### src/rpe_pkg.sv
`timescale 1ns / 1ps
`default_nettype none
// ----------------------------------------------------------------------------
// rpe_pkg: shared types and constants of the ray profile edge detector
// Payload structs, register indexes, the derivative-of-Gaussian coefficient
// table and the control groups that pass between the top level and its parts.
// ----------------------------------------------------------------------------
package rpe_pkg;

  localparam int SAMPLE_BITS       = 16;
  localparam int TAP_RADIUS_DEF    = 15;
  localparam int MAX_SAMPLES_DEF   = 256;
  localparam int COEF_W            = 16;
  localparam int COEF_RADIUS       = 15;
  localparam int STAGE_ONE_SHIFT   = 12;
  localparam int Y1_W              = SAMPLE_BITS + 16;
  localparam int ACC_W             = Y1_W + COEF_W;
  localparam int THRESH_W          = 16;
  localparam int START_W           = 8;
  localparam int INDEX_W           = 8;
  localparam int CFG_DATA_W        = 16;
  localparam int CFG_INDEX_W       = 1;

  localparam logic [CFG_INDEX_W-1:0] REG_BRIGHT_THRESHOLD = 1'd0;
  localparam logic [CFG_INDEX_W-1:0] REG_SEARCH_START     = 1'd1;

  localparam logic [THRESH_W-1:0] THRESH_RESET = 16'd4000;
  localparam logic [START_W-1:0]  START_RESET  = 8'd90;

  localparam logic [COEF_W-1:0] DOG_MAG [COEF_RADIUS+1] = '{
    16'd0,     16'd6561,  16'd12357, 16'd16772, 16'd19441, 16'd20298,
    16'd19547, 16'd17584, 16'd14888, 16'd11921, 16'd9058,  16'd6547,
    16'd4509,  16'd2962,  16'd1859,  16'd1115
  };

  typedef struct packed {
    logic [SAMPLE_BITS-1:0] sample;
    logic                   last;
  } in_req_t;

  typedef struct packed {
    logic               found;
    logic [INDEX_W-1:0] edge_index;
  } out_rsp_t;

  // control of one tap row: synchronous clear and take-from-neighbor
  typedef struct packed {
    logic clr;
    logic en;
  } cell_ctl_t;

  // control of the multiply-accumulate unit
  typedef struct packed {
    logic clr;
    logic en;
  } mac_ctl_t;

  // coefficient at tap offset off; zero beyond the table
  function automatic logic signed [COEF_W-1:0] dog_coef(input int off);
    int                 a;
    logic [COEF_W-1:0]  mag;
    a = (off < 0) ? -off : off;
    if (a > COEF_RADIUS) begin
      return '0;
    end
    mag = DOG_MAG[a[3:0]];
    return (off > 0) ? -signed'(mag) : signed'(mag);
  endfunction

endpackage
`default_nettype wire

### src/rpe_cell.sv
`timescale 1ns / 1ps
`default_nettype none
// ----------------------------------------------------------------------------
// rpe_cell: one tap of a filter row
// Holds one value, takes its input value when enabled and clears on reset or clear.
// ----------------------------------------------------------------------------
module rpe_cell #(
  parameter int W = rpe_pkg::SAMPLE_BITS
) (
  input  wire logic              clk,
  input  wire logic              rst_n,
  input  wire rpe_pkg::cell_ctl_t ctl,
  input  wire logic [W-1:0]      d,
  output logic      [W-1:0]      q
);

  logic [W-1:0] q_r;

  always_ff @(posedge clk) begin
    if (!rst_n || ctl.clr) begin
      q_r <= '0;
    end else if (ctl.en) begin
      q_r <= d;
    end
  end

  assign q = q_r;

endmodule
`default_nettype wire

### src/rpe_mac.sv
`timescale 1ns / 1ps
`default_nettype none
// ----------------------------------------------------------------------------
// rpe_mac: shared multiply-accumulate unit
// Registers each product, then adds the registered product into the accumulator.
// ----------------------------------------------------------------------------
module rpe_mac (
  input  wire logic                              clk,
  input  wire logic                              rst_n,
  input  wire rpe_pkg::mac_ctl_t                 ctl,
  input  wire logic signed [rpe_pkg::Y1_W-1:0]   operand,
  input  wire logic signed [rpe_pkg::COEF_W-1:0] coef,
  output logic signed      [rpe_pkg::ACC_W-1:0]  acc
);

  logic signed [rpe_pkg::ACC_W-1:0] prod_r;
  logic                             pv_r;
  logic signed [rpe_pkg::ACC_W-1:0] acc_r;

  always_ff @(posedge clk) begin
    prod_r <= operand * coef;
  end

  always_ff @(posedge clk) begin
    if (!rst_n || ctl.clr) begin
      pv_r  <= 1'b0;
      acc_r <= '0;
    end else begin
      pv_r <= ctl.en;
      if (pv_r) begin
        acc_r <= acc_r + prod_r;
      end
    end
  end

  assign acc = acc_r;

endmodule
`default_nettype wire

### src/ray_profile_edge_detector.sv
`timescale 1ns / 1ps
`default_nettype none
// ----------------------------------------------------------------------------
// ray_profile_edge_detector: edge search along one ray profile
// Double derivative-of-Gaussian filter over two rows of tap cells, zero-crossing
// search on the response, one result per ray on the last sample.
// ----------------------------------------------------------------------------
//  channel | direction | handshake          | payload
//  in_     | input     | in_valid/in_stall  | in_req  (sample, last)
//  out_    | output    | out_valid/out_stall| out_rsp (found, edge_index)
//  cfg_    | input     | cfg_we             | cfg_index, cfg_data
//
// Operation: a request runs both filter stages once the filter is full, only
// stage one or neither early in a ray; the single shared multiply-accumulate
// unit walks each tap row once per filter stage.
// Reset: synchronous on rst_n low; clears the ray state and loads the
// register defaults (threshold 4000, search start 90).
// Stalls: a finished result waits in the output register while new requests
// are taken; a ray end meeting a still-full output register holds in_stall.
// ----------------------------------------------------------------------------
module ray_profile_edge_detector #(
  parameter int TAP_RADIUS      = rpe_pkg::TAP_RADIUS_DEF,
  parameter int MAX_RAY_SAMPLES = rpe_pkg::MAX_SAMPLES_DEF
) (
  input  wire logic                               clk,
  input  wire logic                               rst_n,
  input  wire logic                               in_valid,
  output logic                                    in_stall,
  input  wire rpe_pkg::in_req_t                   in_req,
  output logic                                    out_valid,
  input  wire logic                               out_stall,
  output rpe_pkg::out_rsp_t                       out_rsp,
  input  wire logic                               cfg_we,
  input  wire logic [rpe_pkg::CFG_INDEX_W-1:0]    cfg_index,
  input  wire logic [rpe_pkg::CFG_DATA_W-1:0]     cfg_data
);

  localparam int TAPS  = 2 * TAP_RADIUS + 1;
  localparam int KW    = $clog2(TAPS + 1);
  localparam int CNT_W = $clog2(MAX_RAY_SAMPLES + 1);
  localparam int CMP_W = (CNT_W > rpe_pkg::START_W) ? CNT_W : rpe_pkg::START_W;
  localparam int SB    = rpe_pkg::SAMPLE_BITS;
  localparam int YW    = rpe_pkg::Y1_W;
  localparam int AW    = rpe_pkg::ACC_W;

  localparam logic [2:0] ST_IDLE   = 3'd0;
  localparam logic [2:0] ST_S1     = 3'd1;
  localparam logic [2:0] ST_S1_END = 3'd2;
  localparam logic [2:0] ST_S2     = 3'd3;
  localparam logic [2:0] ST_S2_END = 3'd4;
  localparam logic [2:0] ST_FIN    = 3'd5;

  // registers
  logic [2:0]                       state_r, state_nxt;
  logic [KW-1:0]                    k_r, k_nxt;
  logic [CNT_W-1:0]                 count_r, count_nxt;
  logic [CNT_W-1:0]                 t_r, t_nxt;
  logic                             last_r, last_nxt;
  logic [rpe_pkg::THRESH_W-1:0]     thresh_r;
  logic [rpe_pkg::START_W-1:0]      start_r;
  logic signed [AW-1:0]             prev_r, prev_nxt;
  logic                             armed_r, armed_nxt;
  logic                             found_r, found_nxt;
  logic [rpe_pkg::INDEX_W-1:0]      pos_r, pos_nxt;
  logic                             out_valid_r, out_valid_nxt;
  rpe_pkg::out_rsp_t                out_rsp_r, out_rsp_nxt;

  // tap rows
  logic [SB-1:0]        raw_q [TAPS];
  logic [YW-1:0]        s2_q  [TAPS];
  logic [SB-1:0]        raw_end;
  logic [YW-1:0]        s2_end;
  rpe_pkg::cell_ctl_t   raw_ctl, s2_ctl;

  // MAC
  rpe_pkg::mac_ctl_t          mac_ctl;
  logic signed [YW-1:0]       mac_op;
  logic signed [rpe_pkg::COEF_W-1:0] mac_coef;
  logic signed [AW-1:0]       acc;
  logic signed [AW-1:0]       acc_shr;
  logic [YW-1:0]              y1;

  // detection
  logic                 det_en;
  logic signed [AW-1:0] det_r;
  logic [CNT_W-1:0]     j;
  logic [CMP_W-1:0]     j_ext;
  logic [CMP_W-1:0]     start_ext;
  logic                 arm_now;
  logic                 clr_ray;
  logic                 take;

  genvar gi;
  generate
    for (gi = 0; gi < TAPS; gi++) begin : g_row
      if (gi == TAPS - 1) begin : g_end
        rpe_cell #(.W(SB)) u_raw (
          .clk(clk), .rst_n(rst_n), .ctl(raw_ctl), .d(raw_end), .q(raw_q[gi])
        );
        rpe_cell #(.W(YW)) u_s2 (
          .clk(clk), .rst_n(rst_n), .ctl(s2_ctl), .d(s2_end), .q(s2_q[gi])
        );
      end else begin : g_mid
        rpe_cell #(.W(SB)) u_raw (
          .clk(clk), .rst_n(rst_n), .ctl(raw_ctl), .d(raw_q[gi+1]), .q(raw_q[gi])
        );
        rpe_cell #(.W(YW)) u_s2 (
          .clk(clk), .rst_n(rst_n), .ctl(s2_ctl), .d(s2_q[gi+1]), .q(s2_q[gi])
        );
      end
    end
  endgenerate

  rpe_mac u_mac (
    .clk(clk), .rst_n(rst_n), .ctl(mac_ctl),
    .operand(mac_op), .coef(mac_coef), .acc(acc)
  );

  // stage-one result: floor divide by 2^12
  assign acc_shr  = acc >>> rpe_pkg::STAGE_ONE_SHIFT;
  assign y1       = acc_shr[YW-1:0];
  assign mac_coef = rpe_pkg::dog_coef(int'(k_r) - TAP_RADIUS);
  assign mac_op   = (state_r == ST_S2) ? signed'(s2_q[0])
                                       : signed'({{(YW-SB){1'b0}}, raw_q[0]});

  assign j         = t_r - CNT_W'(2 * TAP_RADIUS);
  assign j_ext     = CMP_W'(j);
  assign start_ext = CMP_W'(start_r);

  // sequencer
  always_comb begin
    state_nxt     = state_r;
    k_nxt         = k_r;
    count_nxt     = count_r;
    t_nxt         = t_r;
    last_nxt      = last_r;
    raw_ctl       = '0;
    s2_ctl        = '0;
    mac_ctl       = '0;
    raw_end       = raw_q[0];
    s2_end        = s2_q[0];
    det_en        = 1'b0;
    det_r         = '0;
    clr_ray       = 1'b0;
    take          = 1'b0;
    out_valid_nxt = out_valid_r & out_stall;
    out_rsp_nxt   = out_rsp_r;
    case (state_r)
      ST_IDLE: begin
        if (in_valid) begin
          take     = (count_r < CNT_W'(MAX_RAY_SAMPLES));
          t_nxt    = count_r;
          last_nxt = in_req.last;
          if (take) begin
            // shift the new sample into the raw row
            raw_ctl.en = 1'b1;
            raw_end    = in_req.sample;
            count_nxt  = count_r + CNT_W'(1);
            // stage-one outputs ahead of the full window are zero
            if (count_r >= CNT_W'(TAP_RADIUS) && count_r < CNT_W'(2 * TAP_RADIUS)) begin
              s2_ctl.en = 1'b1;
              s2_end    = '0;
            end
          end
          if (take && count_r >= CNT_W'(2 * TAP_RADIUS)) begin
            state_nxt   = ST_S1;
            k_nxt       = '0;
            mac_ctl.clr = 1'b1;
          end else begin
            state_nxt = ST_FIN;
          end
        end
      end
      ST_S1: begin
        // rotate the raw row past the MAC, then drain
        if (k_r < KW'(TAPS)) begin
          raw_ctl.en = 1'b1;
          mac_ctl.en = 1'b1;
          k_nxt      = k_r + KW'(1);
        end else begin
          state_nxt = ST_S1_END;
        end
      end
      ST_S1_END: begin
        s2_ctl.en = 1'b1;
        s2_end    = y1;
        if (j >= CNT_W'(TAP_RADIUS)) begin
          state_nxt   = ST_S2;
          k_nxt       = '0;
          mac_ctl.clr = 1'b1;
        end else begin
          det_en    = 1'b1;
          det_r     = '0;
          state_nxt = ST_FIN;
        end
      end
      ST_S2: begin
        if (k_r < KW'(TAPS)) begin
          s2_ctl.en  = 1'b1;
          mac_ctl.en = 1'b1;
          k_nxt      = k_r + KW'(1);
        end else begin
          state_nxt = ST_S2_END;
        end
      end
      ST_S2_END: begin
        det_en    = 1'b1;
        det_r     = acc;
        state_nxt = ST_FIN;
      end
      ST_FIN: begin
        if (!last_r) begin
          state_nxt = ST_IDLE;
        end else if (!out_valid_r || !out_stall) begin
          // emit the ray result and drop all ray state
          out_valid_nxt          = 1'b1;
          out_rsp_nxt.found      = found_r;
          out_rsp_nxt.edge_index = found_r ? pos_r : '0;
          clr_ray                = 1'b1;
          raw_ctl.clr            = 1'b1;
          s2_ctl.clr             = 1'b1;
          count_nxt              = '0;
          state_nxt              = ST_IDLE;
        end
      end
      default: begin
        state_nxt = ST_IDLE;
      end
    endcase
  end

  // zero-crossing search
  always_comb begin
    prev_nxt  = prev_r;
    armed_nxt = armed_r;
    found_nxt = found_r;
    pos_nxt   = pos_r;
    arm_now   = armed_r;
    if (clr_ray) begin
      prev_nxt  = '0;
      armed_nxt = 1'b0;
      found_nxt = 1'b0;
      pos_nxt   = '0;
    end else if (det_en) begin
      if (!found_r && j != '0) begin
        arm_now = armed_r | ((j_ext > start_ext) && (prev_r < 0) && (det_r > 0));
        armed_nxt = arm_now;
        if (arm_now && det_r < prev_r) begin
          if (32'(raw_q[0]) > 32'(thresh_r)) begin
            armed_nxt = 1'b0;
          end else begin
            found_nxt = 1'b1;
            pos_nxt   = j_ext[rpe_pkg::INDEX_W-1:0];
          end
        end
      end
      prev_nxt = det_r;
    end
  end

  always_ff @(posedge clk) begin
    if (!rst_n) begin
      state_r     <= ST_IDLE;
      k_r         <= '0;
      count_r     <= '0;
      t_r         <= '0;
      last_r      <= 1'b0;
      prev_r      <= '0;
      armed_r     <= 1'b0;
      found_r     <= 1'b0;
      pos_r       <= '0;
      out_valid_r <= 1'b0;
    end else begin
      state_r     <= state_nxt;
      k_r         <= k_nxt;
      count_r     <= count_nxt;
      t_r         <= t_nxt;
      last_r      <= last_nxt;
      prev_r      <= prev_nxt;
      armed_r     <= armed_nxt;
      found_r     <= found_nxt;
      pos_r       <= pos_nxt;
      out_valid_r <= out_valid_nxt;
    end
  end

  always_ff @(posedge clk) begin
    out_rsp_r <= out_rsp_nxt;
  end

  // configuration registers
  always_ff @(posedge clk) begin
    if (!rst_n) begin
      thresh_r <= rpe_pkg::THRESH_RESET;
      start_r  <= rpe_pkg::START_RESET;
    end else if (cfg_we) begin
      case (cfg_index)
        rpe_pkg::REG_BRIGHT_THRESHOLD: thresh_r <= cfg_data[rpe_pkg::THRESH_W-1:0];
        rpe_pkg::REG_SEARCH_START:     start_r  <= cfg_data[rpe_pkg::START_W-1:0];
        default: begin
          thresh_r <= thresh_r;
        end
      endcase
    end
  end

  assign in_stall  = (state_r != ST_IDLE);
  assign out_valid = out_valid_r;
  assign out_rsp   = out_rsp_r;

  // checks
  a_emit_from_fin: assert property (@(posedge clk) disable iff (!rst_n)
    $rose(out_valid_r) |-> $past(state_r) == ST_FIN)
    else $error("result appeared outside the finish step");

  a_no_index_without_edge: assert property (@(posedge clk) disable iff (!rst_n)
    (out_valid_r && !out_rsp_r.found) |-> out_rsp_r.edge_index == '0)
    else $error("edge index set without an edge");

  a_tap_walk_bound: assert property (@(posedge clk) disable iff (!rst_n)
    k_r <= KW'(TAPS))
    else $error("tap walk ran past the row");

  a_ray_cleared: assert property (@(posedge clk) disable iff (!rst_n)
    (state_r == ST_FIN && last_r && (!out_valid_r || !out_stall)) |=>
      (count_r == '0 && !found_r && !armed_r))
    else $error("ray state kept after the result");

endmodule
`default_nettype wire
### config.mk
export PLATFORM = sky130hd
export DESIGN_NAME = ray_profile_edge_detector
export DESIGN_NICKNAME = d
export VERILOG_FILES = /design/src/rpe_pkg.sv /design/src/rpe_cell.sv /design/src/rpe_mac.sv /design/src/ray_profile_edge_detector.sv
export SDC_FILE = /design/constraint.sdc
export NUM_CORES = 2
export LEC_CHECK = 0
export BUFFER_PORTS_ARGS = -buffer_cell sky130_fd_sc_hd__buf_2
export CORE_AREA = 3 3 577 579
export DETAILED_ROUTE_END_ITERATION = 12
export DIE_AREA = 0 0 580 582
export PLACE_DENSITY = 0.51
export SLEW_MARGIN = 20
export SYNTH_ARGS = -nofsm -noshare
export SYNTH_HDL_FRONTEND = slang
export SYNTH_SLANG_ARGS = --single-unit
### constraint.sdc
create_clock -name clk -period 9.1 [get_ports clk]
set_input_delay 0.91 -clock clk [delete_from_list [all_inputs] [get_ports clk]]
set_output_delay 0.91 -clock clk [all_outputs]
set_load 0.005 [all_outputs]
======== Word level (Yosys, flattened, before mapping) ========
Memories as Yosys holds them, arrays and structs flattened.
Cells that the tools add are included.
operators by class
  add/subtract/negate cells ............... 7
  $mul .................................... 1
  divide/modulo/power cells ............... 0
  $lt $le $gt $ge ......................... 15
  equal/unequal tests ..................... 15
  shift-type cells ........................ 0
  mux-type cells .......................... 56
  bitwise operators ....................... 7
  reductions and logical operators ........ 30
operators by type and width
  cell                   count
  $mux W32               5
  $mux W16               8
  $pmux W32 S2           1
  $add A48 B48 Y48       1
  $gt A48 B1 Y1 const B  1
  $lt A48 B1 Y1 const B  1
  $lt A48 B48 Y1         1
  $mul A32 B16 Y48       1
  $mux W48               1
  $mux W9                4
  $gt A32 B5 Y1 const B  1
  $neg A6 Y32            1
  $mux W3                7
  $mux W5                4
  $mux W1                19
  $ge A9 B4 Y1 const B   2
  $pmux W3 S6            1
  $pmux W9 S2            1
  $gt A16 B16 Y1         1
  $ne A2 B2 Y1 const B   8
  $neg A16 Y16           1
  $pmux W5 S3            1
  $reduce_and A5 Y1      2
  $add A9 B1 Y9 const B  1
  other kinds (33)       57
word-level totals
  register bits ........................... 1704
  bits in latches ......................... 0
  bits in writable memories ............... 0
  memory bits (read-only) ................. 256
  input bits .............................. 39
  output and inout port bits .............. 11
  word-level logic and storage cells ...... 211
  memories kept ........................... 1
memory list
  memory            words  width  read ports  clocked after memory_dff  wr ports  line           RTL
  (name not given)  16     16     1           0                         0         rpe_pkg.sv:66  mag = DOG_MAG[a[3:0]];

======== Depth between registers and ports, before layout ========
  depth in word-level cells ............... 11
  mapped depth ............................ 40
  gate-level depth less buffers ........... 37

======== By module ========
From an unflattened synthesis, not the netlist that was laid out.
second synthesis, totals
  cell total of the unflattened synthesis .. 8670
  area total of the unflattened synthesis .. 86778.2 um^2
modules (own cells, without submodules)
  module                               times used  cells an instance  area each (um^2)  sequential area each (um^2)
  rpe_cell (g_row[0].g_mid.u_s2 ...)   31          104                1173.6            640.6
  rpe_mac                              1           2650               23135.9           1941.9
  rpe_cell (g_row[0].g_mid.u_raw ...)  31          53                 594.3             320.3
  ray_profile_edge_detector            1           1153               8836.0            2472.4

======== Worst setup path before layout ========
Ideal clock, no wire load.
  kind .................................... register to register
  start ................................... reg k_r[1]
  end ..................................... reg u_mac.prod_r[46] (netlist bit)
  library setup time ...................... 0.072 ns
  arrival ................................. 9.519 ns
  required time ........................... 9.028 ns
  setup slack ............................. -0.491 ns
  cell stages (with the launch flop) ...... 38
  path buffers ............................ 4
  clock period less this slack ............ 9.591 ns
  cells stage by stage .................... dfxtp_1 inv_1 ha_1 buf_2 nand2_1 o221ai_1 o311ai_4 clkbuf_1 a2111oi_0 a31o_2 ha_1 inv_1 or3_1 nor2_2 a21oi_1 xor2_1 clkbuf_1 nor2_1 [2 not listed] fa_1 fa_1 fa_1 inv_1 fa_1 inv_1 ha_1 clkbuf_1 a21o_1 a21o_1 a2111oi_0 o21ai_0 a22oi_1 o31ai_1 a21boi_1 o21ai_0 a311oi_1 xnor2_1
on the way
  word-level cells in the longest chain between the ends .. 11
  elaborated cells between the ends (all ways) .. 15
  classes of those cells .................. add/sub: 3; mul: 1; order compare: 3; mux: 6; bitwise: 1; memory: 1
RTL lines
  element                                      line                              RTL
  start, declared                              ray_profile_edge_detector.sv:55   logic [KW-1:0] k_r, k_nxt;
  start signal, assigned                       ray_profile_edge_detector.sv:275  k_r <= k_nxt;
  $sub A5 B4 Y6 (*)                            ray_profile_edge_detector.sv:122  assign mac_coef = rpe_pkg::dog_coef(int'(k_r) - TAP_RADIUS);
  $neg A6 Y32 or $lt A6 B1 Y1 (tied branches)  rpe_pkg.sv:62                     a = (off < 0) ? -off : off;
  $mux W32                                     rpe_pkg.sv:62
  $not A4 Y5 (not written as such)             rpe_pkg.sv:66
  $mem_v2 Z16 W16                              n/a
  $mux W16 (not written as such) (2 in a row)  rpe_pkg.sv:66
  $neg A16 Y16                                 rpe_pkg.sv:67                     return (off > 0) ? -signed'(mag) : signed'(mag);
  $mux W16                                     rpe_pkg.sv:67
  $mux W16 (*)                                 rpe_pkg.sv:66
  $mul A32 B16 Y48 (*)                         rpe_mac.sv:21                     prod_r <= operand * coef;
  end signal, assigned                         rpe_mac.sv:21
  end, declared                                rpe_mac.sv:16                     logic signed [rpe_pkg::ACC_W-1:0] prod_r;
Every way passes the cells marked *; elsewhere a longest branch is shown, timed or not. The select of a mux whose other input is x is not followed.
A chain may end at the register's enable or synchronous reset.

======== Worst setup path in the final report ========
  start ................................... reg k_r[1]
  end ..................................... reg u_mac.prod_r[40] (netlist bit)
Same word-level chain as after synthesis.

==> metrics.md <==
| Metric | Value |
|---|---|
| CTS tree | done |
| Buffers & Inverters on Critical Path | 10 |
| Sequential share of power | 42.4% |
| Total GRT Usage | ~12% |
| DRT iter0 DRCs | approximately 4700 |
| Worst Skew | between 80 and 90 ps |
| Antenna Nets Post-Route | 0 |
| Worst Path Required | about 10000 ps |
| Main synth FF type | dfxtp_1 |
| Slew headroom | about a quarter |
| Via/cell ratio | approximately 4.4 |
| Max-cap violations | 0 |
| Most used cell, CP | fa_1 |
| Crit path capture type | flop |
| Final Max Slew Viols | 0 |
| Global-route wire length before repair | between 300000 and 400000 um |
| Critical path depth in cells | 37 |
| Skew-Pair Late Insertion Delay | 860 ps |
| Clk slew on worst S/H paths | 60 ps |
| Initial Util | about a quarter |
| Router iterations before antenna repair | 5 |
| Detail Placement HPWL | 146000 um |
| Yosys warning total | 0 |
| Yosys cell types | 74 |
| FFs w/ async S/R, synth | 0% |
| Fillers | roughly 36000 |
| Most common cell after layout, fill and taps aside | nand2_1 |
| Hold Path Stages | 3 |
| Final hold vios | 0 |
| Number of synthesized flops with an enable pin | 9 |
| CP Launch Type | flop |
| Total grt overflow | 0 |
| Routability cong. | slightly above 0.9 |
| Nets | roughly 11000 |
| Die area | 0.338 mm^2 |
| Crit-path leading delay family | adder cells |
| Area of the multi-input gates | 0.0431 mm^2 |
| Slack of the worst reg-to-reg path | between 300 and 400 ps |
| Depth of the worst register-to-register path | 37 |
| Clock Power Share | between 40% and 50% |
| PwrDens | roughly 190 mW/mm^2 |
| Die height | 582 um |
| Max clock buf depth | 4 |
| Seq/Total Area, Yosys | 41.7% |
| Dpl cells | 14387 |
| CORE AREA | between 0.3 and 0.4 mm^2 |
| Highest-count cells in the layout ignoring fill and taps | nand2_1, dfxtp_1, a21oi_1 |
| Cell Rows | 210 |
| Static leakage | approximately 0.035 uW |
| Placed Area | about 0.09 mm^2 |
| Layout cells sized above 1 | roughly 7.7% |
| Peak supply drop | slightly below 0.2 mV |
| CTS Sinks | 1704 |
| Vias post-DR | 64241 |
| Least-Margin Pin Slew | 1130 ps |
| Status | completed |
| Synth-to-Final Area Change | 15.8% |
| Final Util | a little under 30% |
| Mapped Cells | just over 10000 |
| TritonCTS Buffers | 191 |
| Avg Cell Area, Syn | 7.95 um^2 |
| DRC violations left | 0 |
| IO Count | 50 |
| Initial antenna violation count | 5 |
| Design Area, Final | 0.0949 mm^2 |
| Clock Tree Root | clkbuf_16 |
| Syn nets | approximately 11000 |
| Arrival time at the worst endpoint | 9510 ps |
| H-tree depth | 4 |
| Die Wd | between 500 and 600 um |
| Worst hold path type | in -> reg |
| Final worst path period need | 8790 ps |
| IO buf count | between 40 and 50 |
| Synthesized area | 0.0819 mm^2 |
| Seq cells post-synth | 1704 |
| Critical path class | reg -> reg |
| Crit path largest cell delay | between 500 and 600 ps |
| Sw frac | 29.0% |
| Vias in the first global route | 61545 |
| Comb pwr share | approximately 15% |
| Final non-filler cell total | around 15000 |
| FF/Latch Area | approximately 0.034 mm^2 |
| Final period util | a little over nine tenths |
| Endpoints failing setup | 0 |
| Worst-path maximum fanout | 18 |
| FMAX | 114 MHz |
| Switching power | ~5200 uW |
| Largest net degree at the start of global routing | roughly 240 |
| Int Pwr | 12700 uW |
| Total wire length | ~220000 um |
| Critical-path top delay cell | fa_1 |
| Routed WL per cell | 14.7 um |
==> synthesized netlist by cell type, drive strengths merged, types with 62 or more instances <==
cell type / instances / area, um^2
o21ai: 87 / 435
a21oi: 1660 / 8310
buf: 70 / 324
ha: 238 / 2980
inv: 672 / 2520
dfxtp: 1695 / 33900
clkbuf: 599 / 2250
xnor2: 80 / 723
a21o: 62 / 465
fa: 487 / 9750
nor2: 519 / 1970
and2: 78 / 488
nand2: 3405 / 12800
==> logic make-up after synthesis <==
logic type | Yosys count | share of synthesized area (%)
AOI/OAI and AO/OA | 2072 | 13.8
xor gates and xnor gates | 126 | 1.38
adders and majority gates | 725 | 15.5
buffers and inverters | 1341 | 6.22
DFF | 1704 | 41.7
muxes | 60 | 0.735
and+or+nand+nor | 4276 | 20.6
==> path summary, 6_finish.rpt <==
kind,end,startpoint
min,thresh_r[9],cfg_data[9]
max reg2reg,u_mac.prod_r[40],k_r[1]
min reg2reg,g_row[6].g_mid.u_s2.q[17],g_row[7].g_mid.u_s2.q[17]
max,u_mac.prod_r[40],k_r[1]
==> registers in the layout, indices dropped and copies added, names as in the netlist, 5 cells and up <==
name and cells:
count_r 9, start_r 8, g_row.g_end.u_s2.q 32, thresh_r 16, pos_r 8, g_row.g_mid.u_s2.q 960, prev_r 48, g_row.g_mid.u_raw.q 480
u_mac.prod_r 48, t_r 9, g_row.g_end.u_raw.q 16, u_mac.acc 48, k_r 5, out_rsp 9
==> worst reg2reg max path, delay by kind of cell (launching register included) <==
kind / cells / cell delay (ps)
DFF: 1 / 370
AOI/OAI and AO/OA: 11 / 2250
buffers and inverters: 10 / 1120
xor gates and xnor gates: 2 / 490
adders and majority gates: 9 / 3720
and+or+nand+nor: 5 / 780
==> timing repair <==
action / CTS / global route
setup buffers: 1 / 5
hold buffers: 0 / 0
cloned: 0 / 1
gates resized for setup: 5 / 67
pin swaps: 4 / 47
endpoints found under the setup margin: 5 / 16
==> area by class of cell <==
cell class / count / area share, %
Inverter: 672 / 2.66
Clock buffer: 282 / 5.91
Timing Repair Buffer: 413 / 3.60
Sequential cell: 1704 / 36.0
Clock inverter: 49 / 0.634
Multi-Input combinational cell: 7259 / 45.4
Tap cell: 4346 / 5.73
Antenna cell: 4 / 0.0105
==> through the flow <==
| stage | setup TNS, ps | hold WS, ps | setup WS, ps | total power (uW) |
|---|---|---|---|---|
| finish | 0 | 364 | 313 | 17800 |
| CTS | 0 | 276 | 4.63 | 18200 |
| floorplan | 0 | 432 | 21.7 | 9320 |
| detailed placement | -442 | 443 | -133 | 10300 |
| global placement | -512 | 438 | -158 | 10400 |
| global route | -61.0 | 340 | -19.8 | 18700 |
==> per-layer routing <==
layer | vias to the layer above | GRT usage, % | share of wire [%] | routed length (um)
li1 | 32763 | - | - | -
met1 | 30234 | 17.9 | 50 | 108000
met2 | 929 | 18.3 | 42 | 90600
met3 | 315 | 2.24 | 4.8 | 10400
met4 | 0 | 4.46 | 3.6 | 7790
met5 | - | 0 | 0 | 0
==> power groups by stage <==
stage	registers (uW)	clock network [uW]	logic, uW
2_1_floorplan	7710	0	1600
3_3_place_gp	7730	0	2630
3_5_place_dp	7730	0	2610
4_1_cts	7570	8000	2610
5_1_grt	7570	8270	2830
6_report	7570	7660	2600
No activity file was read; power rests on OpenSTA's default activity.
